==> src/hw/rtl/crc16fa_pkg.sv <==
// shared types, codes and crc function for the crc16 frame appender
package crc16fa_pkg;

   localparam logic [15:0] CRC_POLY = 16'hA001;

   typedef struct packed {
      logic [7:0]  data_byte;
      logic        last_byte;
      logic        append_crc;
      logic [15:0] crc_value;
   } entry_type;

   function automatic logic [15:0] crc16fa_fold(input logic [15:0] crc, input logic [7:0] data);
      logic [15:0] c;
      logic [7:0]  b;
      logic        mix;
      c = crc;
      b = data;
      for (int i = 0; i < 8; i++) begin
         mix = b[0] ^ c[0];
         c = c >> 1;
         if (mix) begin
            c = c ^ CRC_POLY;
         end
         b = b >> 1;
      end
      return c;
   endfunction

endpackage

==> src/hw/rtl/crc16fa_front.sv <==
// front end: accepts request bytes, runs the crc, holds the append setting
module crc16fa_front (
   input  logic                   clock,
   input  logic                   reset,
   input  logic                   req_tvalid,
   output logic                   req_tready,
   input  logic [7:0]             req_tdata,
   input  logic                   req_tlast,
   input  logic                   csr_wr_en,
   input  logic                   csr_wr_data,
   input  logic                   q_full,
   output logic                   q_push,
   output crc16fa_pkg::entry_type q_entry
);
   import crc16fa_pkg::*;

   logic [15:0] crc_ff;
   logic [15:0] crc_in;
   logic [15:0] crc_next;
   logic        append_ff;
   logic        append_in;

   assign req_tready = !q_full;
   assign q_push     = req_tvalid && !q_full;
   assign crc_next   = crc16fa_fold(crc_ff, req_tdata);

   always_comb begin
      q_entry.data_byte  = req_tdata;
      q_entry.last_byte  = req_tlast;
      q_entry.append_crc = append_ff;
      q_entry.crc_value  = crc_next;
   end

   always_comb begin
      crc_in = crc_ff;
      if (q_push) begin
         crc_in = req_tlast ? 16'h0000 : crc_next;
      end
   end

   assign append_in = csr_wr_en ? csr_wr_data : append_ff;

   always_ff @(posedge clock) begin
      if (reset) begin
         crc_ff    <= '0;
         append_ff <= 1'b1;
      end else begin
         crc_ff    <= crc_in;
         append_ff <= append_in;
      end
   end

endmodule

==> src/hw/rtl/crc16fa_queue.sv <==
// small register queue between front and back ends
module crc16fa_queue #(
   parameter int DEPTH = 4
) (
   input  logic                           clock,
   input  logic                           reset,
   input  logic                           push,
   input  crc16fa_pkg::entry_type         push_entry,
   input  logic                           pop,
   output crc16fa_pkg::entry_type         head_entry,
   output logic                           empty,
   output logic                           full,
   output logic [$clog2(DEPTH+1)-1:0]     count
);
   import crc16fa_pkg::*;

   localparam int PTR_W = $clog2(DEPTH);
   localparam int CNT_W = $clog2(DEPTH + 1);

   entry_type          store_ff [DEPTH];
   logic [PTR_W-1:0]   wr_ptr_ff, wr_ptr_in;
   logic [PTR_W-1:0]   rd_ptr_ff, rd_ptr_in;
   logic [CNT_W-1:0]   count_ff, count_in;
   logic               do_push;
   logic               do_pop;

   assign empty      = (count_ff == '0);
   assign full       = (count_ff == CNT_W'(DEPTH));
   assign count      = count_ff;
   assign head_entry = store_ff[rd_ptr_ff];
   assign do_push    = push && !full;
   assign do_pop     = pop && !empty;

   always_comb begin
      wr_ptr_in = wr_ptr_ff;
      rd_ptr_in = rd_ptr_ff;
      count_in  = count_ff;
      if (do_push) begin
         wr_ptr_in = (wr_ptr_ff == PTR_W'(DEPTH - 1)) ? '0 : wr_ptr_ff + 1'b1;
      end
      if (do_pop) begin
         rd_ptr_in = (rd_ptr_ff == PTR_W'(DEPTH - 1)) ? '0 : rd_ptr_ff + 1'b1;
      end
      if (do_push && !do_pop) begin
         count_in = count_ff + 1'b1;
      end else if (do_pop && !do_push) begin
         count_in = count_ff - 1'b1;
      end
   end

   always_ff @(posedge clock) begin
      if (do_push) begin
         store_ff[wr_ptr_ff] <= push_entry;
      end
   end

   always_ff @(posedge clock) begin
      if (reset) begin
         wr_ptr_ff <= '0;
         rd_ptr_ff <= '0;
         count_ff  <= '0;
      end else begin
         wr_ptr_ff <= wr_ptr_in;
         rd_ptr_ff <= rd_ptr_in;
         count_ff  <= count_in;
      end
   end

endmodule

==> src/hw/rtl/crc16fa_back.sv <==
// back end: emits payload and crc trailer bytes through an output register
module crc16fa_back (
   input  logic                   clock,
   input  logic                   reset,
   input  crc16fa_pkg::entry_type head_entry,
   input  logic                   q_empty,
   output logic                   q_pop,
   output logic                   rsp_tvalid,
   input  logic                   rsp_tready,
   output logic [7:0]             rsp_tdata,
   output logic                   rsp_tuser,
   output logic                   rsp_tlast
);
   import crc16fa_pkg::*;

   localparam logic [1:0] PH_PAYLOAD = 2'd0;
   localparam logic [1:0] PH_CRC_LO  = 2'd1;
   localparam logic [1:0] PH_CRC_HI  = 2'd2;

   logic [1:0] phase_ff, phase_in;
   logic       valid_ff, valid_in;
   logic [7:0] data_ff, data_in;
   logic       user_ff, user_in;
   logic       last_ff, last_in;
   logic       advance;
   logic       load;

   assign advance = !valid_ff || rsp_tready;
   assign load    = advance && !q_empty;

   always_comb begin
      phase_in = phase_ff;
      valid_in = valid_ff && !rsp_tready;
      data_in  = data_ff;
      user_in  = user_ff;
      last_in  = last_ff;
      q_pop    = 1'b0;
      if (load) begin
         valid_in = 1'b1;
         case (phase_ff)
            PH_PAYLOAD: begin
               data_in = head_entry.data_byte;
               user_in = 1'b0;
               if (head_entry.last_byte && head_entry.append_crc) begin
                  last_in  = 1'b0;
                  phase_in = PH_CRC_LO;
               end else begin
                  last_in = head_entry.last_byte;
                  q_pop   = 1'b1;
               end
            end
            PH_CRC_LO: begin
               data_in  = head_entry.crc_value[7:0];
               user_in  = 1'b1;
               last_in  = 1'b0;
               phase_in = PH_CRC_HI;
            end
            PH_CRC_HI: begin
               data_in  = head_entry.crc_value[15:8];
               user_in  = 1'b1;
               last_in  = 1'b1;
               phase_in = PH_PAYLOAD;
               q_pop    = 1'b1;
            end
            default: begin
               valid_in = 1'b0;
               phase_in = PH_PAYLOAD;
            end
         endcase
      end
   end

   always_ff @(posedge clock) begin
      if (reset) begin
         phase_ff <= PH_PAYLOAD;
         valid_ff <= 1'b0;
      end else begin
         phase_ff <= phase_in;
         valid_ff <= valid_in;
      end
   end

   always_ff @(posedge clock) begin
      data_ff <= data_in;
      user_ff <= user_in;
      last_ff <= last_in;
   end

   assign rsp_tvalid = valid_ff;
   assign rsp_tdata  = data_ff;
   assign rsp_tuser  = user_ff;
   assign rsp_tlast  = last_ff;

endmodule

==> src/hw/rtl/crc16_frame_appender_core.sv <==
// top level of the crc16 frame appender
// Payload bytes enter on req_ and leave unchanged on rsp_, one byte per clock when rsp_tready
// stays high. Each byte is folded into a CRC-16/ARC (poly 0xA001 reflected, init 0, no final
// xor) in the same cycle it is taken. With csr append set (reset value 1), the last byte of a
// frame is followed by the CRC low byte and then the high byte, flagged by rsp_tuser, so such
// a frame takes two extra output bytes; the QUEUE_DEPTH entry queue between the input side
// and the output register absorbs those bytes and any output stall, and req_tready drops
// only when it is full. The append setting in force when a frame's last byte is taken decides
// whether that frame gets its trailer. Bytes pass the queue, then the output register.
module crc16_frame_appender_core #(
   parameter int QUEUE_DEPTH = 4
) (
   input  logic       clock,
   input  logic       reset,
   input  logic       req_tvalid,
   output logic       req_tready,
   input  logic [7:0] req_tdata,   // data_byte
   input  logic       req_tlast,
   output logic       rsp_tvalid,
   input  logic       rsp_tready,
   output logic [7:0] rsp_tdata,   // out_byte
   output logic       rsp_tuser,   // is_crc
   output logic       rsp_tlast,
   input  logic       csr_wr_en,
   input  logic       csr_wr_data
);
   import crc16fa_pkg::*;

   localparam int CNT_W = $clog2(QUEUE_DEPTH + 1);

   entry_type        push_entry;
   entry_type        head_entry;
   logic             q_push;
   logic             q_pop;
   logic             q_empty;
   logic             q_full;
   logic [CNT_W-1:0] q_count;

   crc16fa_front u_front (
      .clock       (clock),
      .reset       (reset),
      .req_tvalid  (req_tvalid),
      .req_tready  (req_tready),
      .req_tdata   (req_tdata),
      .req_tlast   (req_tlast),
      .csr_wr_en   (csr_wr_en),
      .csr_wr_data (csr_wr_data),
      .q_full      (q_full),
      .q_push      (q_push),
      .q_entry     (push_entry)
   );

   crc16fa_queue #(
      .DEPTH (QUEUE_DEPTH)
   ) u_queue (
      .clock      (clock),
      .reset      (reset),
      .push       (q_push),
      .push_entry (push_entry),
      .pop        (q_pop),
      .head_entry (head_entry),
      .empty      (q_empty),
      .full       (q_full),
      .count      (q_count)
   );

   crc16fa_back u_back (
      .clock      (clock),
      .reset      (reset),
      .head_entry (head_entry),
      .q_empty    (q_empty),
      .q_pop      (q_pop),
      .rsp_tvalid (rsp_tvalid),
      .rsp_tready (rsp_tready),
      .rsp_tdata  (rsp_tdata),
      .rsp_tuser  (rsp_tuser),
      .rsp_tlast  (rsp_tlast)
   );

   a_count_bound: assert property (@(posedge clock) disable iff (reset)
      q_count <= CNT_W'(QUEUE_DEPTH))
      else $error("queue count above depth");

   a_hi_follows_lo: assert property (@(posedge clock) disable iff (reset)
      (rsp_tvalid && rsp_tready && rsp_tuser && !rsp_tlast)
      |=> (rsp_tvalid && rsp_tuser && rsp_tlast))
      else $error("crc high byte did not follow low byte");

   a_lo_holds_entry: assert property (@(posedge clock) disable iff (reset)
      (rsp_tvalid && rsp_tuser && !rsp_tlast) |-> (q_count != '0))
      else $error("frame entry left queue before crc high byte");

   a_tready_tracks_queue: assert property (@(posedge clock) disable iff (reset)
      (req_tvalid && req_tready) |=> (q_count != '0))
      else $error("accepted request not queued");

endmodule

==> config.mk <==
export PLATFORM = sky130hd
export DESIGN_NAME = crc16_frame_appender_core
export DESIGN_NICKNAME = d
export VERILOG_FILES = /design/src/hw/rtl/crc16fa_pkg.sv /design/src/hw/rtl/crc16fa_front.sv /design/src/hw/rtl/crc16fa_queue.sv /design/src/hw/rtl/crc16fa_back.sv /design/src/hw/rtl/crc16_frame_appender_core.sv
export SDC_FILE = /design/constraint.sdc
export NUM_CORES = 1
export LEC_CHECK = 0
export BUFFER_PORTS_ARGS = -buffer_cell sky130_fd_sc_hd__buf_2
export CAP_MARGIN = 15
export CORE_ASPECT_RATIO = 0.6
export CORE_MARGIN = 4
export CORE_UTILIZATION = 55
export DETAILED_ROUTE_END_ITERATION = 8
export GPL_TIMING_DRIVEN = 0
export PLACE_DENSITY = 0.75
export SYNTH_ARGS = -nofsm -noshare
export SYNTH_HDL_FRONTEND = slang
export SYNTH_SLANG_ARGS = --single-unit
==> constraint.sdc <==
create_clock -name clock -period 2.5 [get_ports clock]
set_input_delay 0.375 -clock clock [delete_from_list [all_inputs] [get_ports clock]]
set_output_delay 0.375 -clock clock [all_outputs]
set_load 0.01 [all_outputs]
== After elaboration in Yosys (flattened, before gate mapping) ==
Memories as Yosys holds them, arrays and structs flattened. A register that Yosys moved wholly into a read port is not among the register bits.
Index checks and enable logic that the tools add are counted.

* Add/sub/neg operators: 4
* Multipliers: 0
* Divide/modulo/power cells: 0
* Order comparisons: 0
* Equality and inequality tests: 6
* Shift-type cells: 0
* Muxes and demuxes: 28
* Bitwise gates (word level): 16
* Reductions and logical operators: 25

{| class="wikitable"
|+ Operators by type and width
! cell !! number
|-
| $mux 16 || 9
|-
| $not 2->3 || 8
|-
| $pmux 8 s3 || 1
|-
| $mux 2 || 5
|-
| $logic_and 1x1->1 || 8
|-
| $xor 1x1->1 || 8
|-
| $mux 1 || 7
|-
| $eq 2x2->1 const B || 3
|-
| $logic_not 1->1 || 6
|-
| $mux 3 || 2
|-
| $reduce_and 2->1 || 3
|-
| $add 2x1->2 const B || 2
|-
| $pmux 1 s2 || 2
|-
| $pmux 2 s2 || 1
|-
| $reduce_bool 2->1 || 2
|-
| $add 3x1->3 const B || 1
|-
| $eq 3x3->1 const B || 1
|-
| $logic_not 3->1 || 1
|-
| $pmux 1 s3 || 1
|-
| $reduce_bool 3->1 || 1
|-
| $reduce_or 3->1 || 1
|-
| $sub 3x1->3 const B || 1
|-
| $eq 2x1->1 const B || 1
|-
| $logic_not 2->1 || 1
|-
| other kinds (3) || 3
|}

* Flip-flop bits (word level): 37
* Bits in latches: 0
* Memory bits (writable): 104
* ROM bits: 0
* Input bits: 15
* Word-level logic and storage cells: 90
* Memories kept: 1

{| class="wikitable"
|+ Memories
! memory !! depth !! bits a word !! read ports !! clocked after memory_dff !! wr ports !! line !! text
|-
| u_queue.store_ff || 4 || 26 || 1 || 1 || 1 || crc16fa_queue.sv:20 || <nowiki>entry_type store_ff [DEPTH];</nowiki>
|}

== Longest topological paths before layout ==
Gate-level depths: netlist (run 1).

* Depth after elaboration: 17
* Mapped depth: 10

== Hierarchy ==
From an unflattened synthesis (run 1), not the netlist that was laid out.

* Cells, all modules: 357
* Area, all modules: 5967.0 um^2

{| class="wikitable"
|+ Modules (own cells, without submodules)
! module !! times used !! cells each !! area an instance (um^2)
|-
| crc16fa_queue || 1 || 186 || 4244.1
|-
| crc16fa_front || 1 || 102 || 994.7
|-
| crc16fa_back || 1 || 69 || 728.2
|}

== Worst setup path before layout (run 1) ==
No wires, ideal clock.

* Kind: register to register
* Start point: register with a tool-made name
* End point: register u_queue.count_ff[2], in the netlist u_queue.count[2]
* Library setup time: 0.071 ns
* Arrival: 2.302 ns
* Required time: 2.429 ns
* Setup slack: 0.127 ns
* Cell stages (with the launch flop): 11
* Path through: dfxtp_1 clkbuf_1 mux4_2 a21boi_2 o21bai_1 ha_1 inv_1 fa_1 xor2_1 or3_1 a21oi_1

{| class="wikitable"
|+ RTL lines
! item !! line !! text
|-
| end signal: assignment || crc16fa_queue.sv:65 || <nowiki>count_ff <= count_in;</nowiki>
|-
| end: declaration || crc16fa_queue.sv:23 || <nowiki>logic [CNT_W-1:0] count_ff, count_in;</nowiki>
|}

==> impl_metrics.ini, run 1 <==
[sta]
fin_crit_ns = 2.39
finalSetupTns_ns = 0
fmax_ghz = 0.418
finalHoldViolCount = 0
finClkSkew_ns = 0.0132
fin_ws_ns = 0.108
worst_pin_slew_ns = 0.820
finalMaxSlewViolations = 0
relSlewSlack_pct = 45.3
finalSetupViolCount = 0
rsz0062_at_grt = false
finalCritPeriodShare_pct = 95.7

[floorplanning]
dieArea_sq_mm = 0.0121
io_pins = 27
start_util_pct = 57.1
die_height_um = 86.9
core_sq_mm = 0.00998
num_rows = 28
dieWidth_um = 139

[yosys]
synth_seq_cells = 143
netlist.area_leader.share_pct = 60.0
synth_top_family_by_area = multiplexers
ys_async_sr_fraction_pct = 0
yosys.area_share.simple_pct = 5.13
ys_top_cells_by_area = edfxtp_1, mux4_2, dfxtp_1
yosys_most_used_dff = edfxtp_1
syn_nets = 360
synth.avg_cell_area_sq_um = 17.1
synthAdderAreaFrac_pct = 2.76
synth.mux.area_fraction_pct = 10.8
yosysTopAreaCell = edfxtp_1
synth_edf_count = 114
synth_xor_area_share_pct = 4.65
synth-compound-area-share_pct = 4.87
yosysSeqAreaShare_pct = 70.2
synth_warnings = 0
synth.distinct_cells = 38
synthCells = 333
post_synth_instance_area_sq_mm = 0.00570

[final_layout]
area_delta_synth_final_pct = 18.3
final_nets = 408
antenna_cells = 0
register_area_sq_mm = 0.00401
stdcell_count = 529
multi_input_area_sq_mm = 0.00167
final_cell_mix = edfxtp_1, nor2_1, buf_2
n_fill_cell = 657
layout_commonest_cell = edfxtp_1
drive_gt1_share_pct = 27.4

[cts]
cts_root_buf = clkbuf_16
clk_pin_slew_worst_paths_ns = 0.07
clock_path_buffers = 2
hold_buffers = 0
cts_sinks = 143
cts-buffers-inserted = 17
clock_latency_ns = 0.42
cts-htree-levels = 4
post_cts_buffers = 0
cts_tree = yes

[global_route]
grt_max_degree = 17
antenna_found_initial = 0
grt_pass1_wl_um = 17900
grt_pass1_vias = 3103
grt_use_total_pct = 20.5
overflow = 0

[hold_path]
hp-class = in -> reg
holdPathStages = 2

[place]
place_ws_ns = -0.346
dp_cells = 499
dp_hpwl_um = 7610
gp_congestion = 0.810
port_buffers = 26

[drt]
wl_per_cell_um = 21.9
drc_errors = 0
vias_per_cell = 5.81
dr.pass1.iters = 5
route.antenna.remaining_nets = 0
drt-total-wl_um = 11600
drtIter0Drc = 213
num_vias = 3073

[critical_path]
end_kind = flop
critPathLaunchType = flop
rr_worst_depth = 10
crit_type = reg -> reg
arrival_ns = 2.74
cp_data_required_time_ns = 2.85
cp_max_fo = 8

[flow_run]
max-cap-violations = 0

[power]
p_leak_nw = 2.30
finalPower_mw = 7.74
ir_drop_uv = 625
powerDensity_mw_per_mm2 = 1150

[run_status]
status = finished, final reports clean
==> timing repair <==
item | 4_1_cts | 5_1_grt
pin swaps | 1 | 0
setup endpoints to repair | 2 | 6
gates resized for setup | 5 | 5
hold endpoints to repair | 0 | 0
==> kinds of logic (layout without fill, tap and decap cells) <==
| logic type | count (synthesis) | after routing |
|---|---|---|
| flops | 143 | 143 |
| simple gates | 62 | 62 |
| compound gates | 43 | 43 |
| mux | 29 | 29 |
| xor+xnor | 23 | 23 |
| buf+inv | 21 | 82 |
| fa+ha+maj | 12 | 12 |
==> per-layer routing <==
layer	track usage, %	routed length (um)	vias to the layer above
met3	5.65	718	16
li1	-	-	1376
met1	29.6	5390	1562
met2	30.2	5270	119
met5	0	0	-
met4	8.08	218	0
==> cell type report <==
type                            count  area share (%)
Sequential cell                   143            59.3
Buffer                             13           0.908
Clock buffer                       17            6.30
Timing Repair Buffer               31            3.73
Clock inverter                     15            2.19
Tap cell                          135            2.50
Inverter                            6           0.334
Multi-Input combinational cell    169            24.7
==> worst max-delay path, cell delays in order (launching register included) <==
cell      delay [ns]
dfxtp_1         0.30
buf_6           0.14
mux4_2          0.39
a21boi_4        0.08
o21bai_4        0.21
ha_4            0.17
inv_1           0.05
fa_1            0.37
xor2_1          0.16
or3_1           0.31
a21oi_1         0.15
==> metrics by stage <==
step	instance area (sq um)	hold WS, ns	util, %
2_1_floorplan	5700	0.444	-
3_3_place_gp	6000	0.452	60.1
3_5_place_dp	6120	0.463	61.3
4_1_cts	6710	0.150	67.2
5_1_grt	6750	0.175	67.6
6_report	6750	0.164	67.6
==> cells in the mapped netlist (all sizes together), types with 2 or more instances <==
cell type,n
and3,4
xnor2,12
a22oi,17
mux2i,3
edfxtp,114
clkbuf,9
mux4,26
xor2,10
nand2,12
ha,11
nand3b,7
nand2b,2
a21oi,18
or3,2
o21ai,2
nor3,3
buf,6
inv,5
nor2,29
dfxtp,29
==> path summary, 6_finish.rpt <==
| path | endpoint | slack (ns) | start |
|---|---|---|---|
| setup / recovery | u_queue.count[2] | 0.11 | flop |
| hold / removal | u_front.append_ff | 0.16 | csr_wr_data |
| setup reg to reg | u_queue.count[2] | 0.11 | flop |
| hold reg to reg | u_front.crc_ff[1] | 0.47 | u_front.crc_ff[1] |
==> power by group <==
part	internal [mW]	switching (mW)
combinational	0.899	1.18
clock	1.46	0.967
sequential	3.09	0.148
==> flip-flops by register name, indices dropped and copies added, names as in the netlist, named ones only <==
register / cells
u_queue.store_ff: 104
u_front.crc_ff: 16
u_back.rsp_tdata: 8
u_queue.count: 3
u_back.phase_ff: 2
u_queue.rd_ptr_ff: 2
u_queue.wr_ptr_ff: 2
u_back.rsp_tlast: 1
u_back.rsp_tuser: 1
u_back.rsp_tvalid: 1
u_front.append_ff: 1
No activity file was read; power rests on OpenSTA's default activity.
==> inputs of run 2 (changes only) <==
--- a/config.mk
+++ b/config.mk
@@ -15,4 +15,5 @@
 export PLACE_DENSITY = 0.75
 export SYNTH_ARGS = -nofsm -noshare
 export SYNTH_HDL_FRONTEND = slang
+export SYNTH_HIERARCHICAL = 1
 export SYNTH_SLANG_ARGS = --single-unit
==> run 2 against run 1 <==
The run now ends with negative setup slack left; cell count is 7.2% higher; die area is 4.3% higher; combinational power is 18% higher; setup slack worse by 0.41 ns; routed wire length is 6.3% higher.
==> impl_metrics.ini, run 2 <==
[run_status]
status = complete, but fails checks
violations = negative setup slack

[cts]
cts_tree = yes
cts-htree-levels = 4
cts-buffers-inserted = 17
cts_root_buf = clkbuf_16
cts_sinks = 143
clock_path_buffers = 2
clock_latency_ns = 0.42
clk_pin_slew_worst_paths_ns = 0.06

[final_layout]
antenna_cells = 0
final_nets = 444
layout_commonest_cell = edfxtp_1
largest_register_ffs = 104
stdcell_count = 567
layout.cell_area.non_filler_sq_mm = 0.00706
area_delta_synth_final_pct = 18.3
final_cell_mix = edfxtp_1, buf_2, nor2_1, buf_4, mux4_2
drive_gt1_share_pct = 37.9
top_register = u_queue/store_ff
utilization_pct = 66.6

[global_route]
overflow = 0
antenna_found_initial = 0
grt_use_total_pct = 20.8
grt_max_degree = 27
grt_pass1_wl_um = 18700
grt_pass1_vias = 3226

[yosys]
synth-compound-area-share_pct = 5.14
synth_top_family_by_area = multiplexers
synth_seq_cells = 143
yosysTopAreaCell = edfxtp_1
synth.mux.area_fraction_pct = 10.5
synthCells = 357
yosysSeqAreaShare_pct = 67.1
yosys_most_used_dff = edfxtp_1
ys_async_sr_fraction_pct = 0
synth_warnings = 6
synthMostInstantiatedCell = edfxtp_1
synth_edf_count = 114
syn_nets = 386
post_synth_instance_area_sq_mm = 0.00597
yosys.area_share.simple_pct = 5.20
netlist.area_leader.share_pct = 57.4
synth_top_cells_by_count = edfxtp_1, nor2_1, dfxtp_1
ys_top_cells_by_area = edfxtp_1, mux4_2, dfxtp_1
synthAdderAreaFrac_pct = 3.06
synth.avg_cell_area_sq_um = 16.7
synth.distinct_cells = 41
synth_xor_area_share_pct = 4.91

[drt]
dr.pass1.iters = 5
drc_errors = 0
drt-total-wl_um = 12300
num_vias = 3239
vias_per_cell = 5.71
wl_per_cell_um = 21.7
drtIter0Drc = 334
route.antenna.remaining_nets = 0

[sta]
worst_pin_slew_ns = 0.797
finalMaxSlewViolations = 0
relSlewSlack_pct = 46.5
finalSetupTns_ns = -0.416
rsz0062_at_grt = true
finalSetupViolCount = 2
finalHoldViolCount = 0
finClkSkew_ns = 0.0151
finalCritPeriodShare_pct = 112
whs_ns = 0.177
fin_crit_ns = 2.81
fmax_ghz = 0.356
fin_ws_ns = -0.307

[critical_path]
critPathTopFamily = simple AND/OR/NAND/NOR gates
cp_max_fo = 4
crit_type = reg -> reg
slowest_stage = mux4_2
cp_data_required_time_ns = 2.83
path_cells = buf_12 > mux4_2 > nand2_2 > nand2_2 > a211oi_4 > o31ai_4 > ha_2 > inv_2 > fa_2 > xor2_2 > or3_4 > a21oi_2
critPathMostFrequentCell = nand2_2
worst-path-buf-inv = 2
end_kind = flop
crit_path_max_incr_delay_ns = 0.56
critPathLaunchType = flop
arrival_ns = 3.14

[place]
dp_cells = 523
placed_area_sq_mm = 0.00632
place_ws_ns = -0.376
port_buffers = 26
dp_hpwl_um = 7870
gp_congestion = 0.771

[power]
finalPower_mw = 8.34
powerDensity_mw_per_mm2 = 1180
p_leak_nw = 2.51
ir_drop_uv = 730

[floorplanning]
dieArea_sq_mm = 0.0126
core_sq_mm = 0.0106
num_rows = 29
io_pins = 27
start_util_pct = 56.3
dieWidth_um = 142
die_height_um = 88.7

[hold_path]
hp-class = in -> reg

[flow_run]
max-cap-violations = 0
## run 2: final cells by class
cell class	count	area [sq um]
Clock buffer	22	484
Tap cell	139	174
Sequential cell	143	4020
Clock inverter	10	110
Inverter	9	41.3
Timing Repair Buffer	41	240
Multi-Input combinational cell	173	1770
Fill cell	747	3540
Buffer	30	221
## run 2: cells by family (layout without fill, tap and decap cells)
group                      count (synthesis)  in the layout
xor gates and xnor gates                  24             24
DFF                                      143            143
AOI/OAI and AO/OA                         44             44
buffers and inverters                     41            112
adders and majority gates                 14             14
muxes                                     30             30
and+or+nand+nor                           61             61
## run 2: layer usage
metal | GRT usage, % | routed length [um] | vias to the layer above
met5 | 0 | 0 | -
met4 | 6.64 | 82 | 0
met3 | 5.94 | 892 | 9
met2 | 31.0 | 5580 | 109
met1 | 30.2 | 5770 | 1664
li1 | - | - | 1457
## run 2: worst paths after layout
check             cells after the start                  from                end  slack [ns]
hold reg to reg                       2  u_queue/rd_ptr_ff[0]               flop        0.51
setup reg to reg                     12                  flop   u_queue/count[2]       -0.31
hold / removal                        2           csr_wr_data  u_front/append_ff        0.18
setup / recovery                     12                  flop   u_queue/count[2]       -0.31
## run 2: timing repair
item,in CTS,in global routing
resized for setup,10,12
buffers inserted,7,7
hold endpoints to repair,0,0
hold buffers,0,0
pin swaps,4,9
endpoints found under the setup margin,3,4
## run 2: report_power, final
| group | switching (mW) | internal (mW) | leakage (nW) |
|---|---|---|---|
| logic | 1.36 | 1.09 | 0.926 |
| clock network | 0.940 | 1.57 | 0.296 |
| registers | 0.175 | 3.21 | 1.29 |
| total | 2.48 | 5.87 | 2.51 |
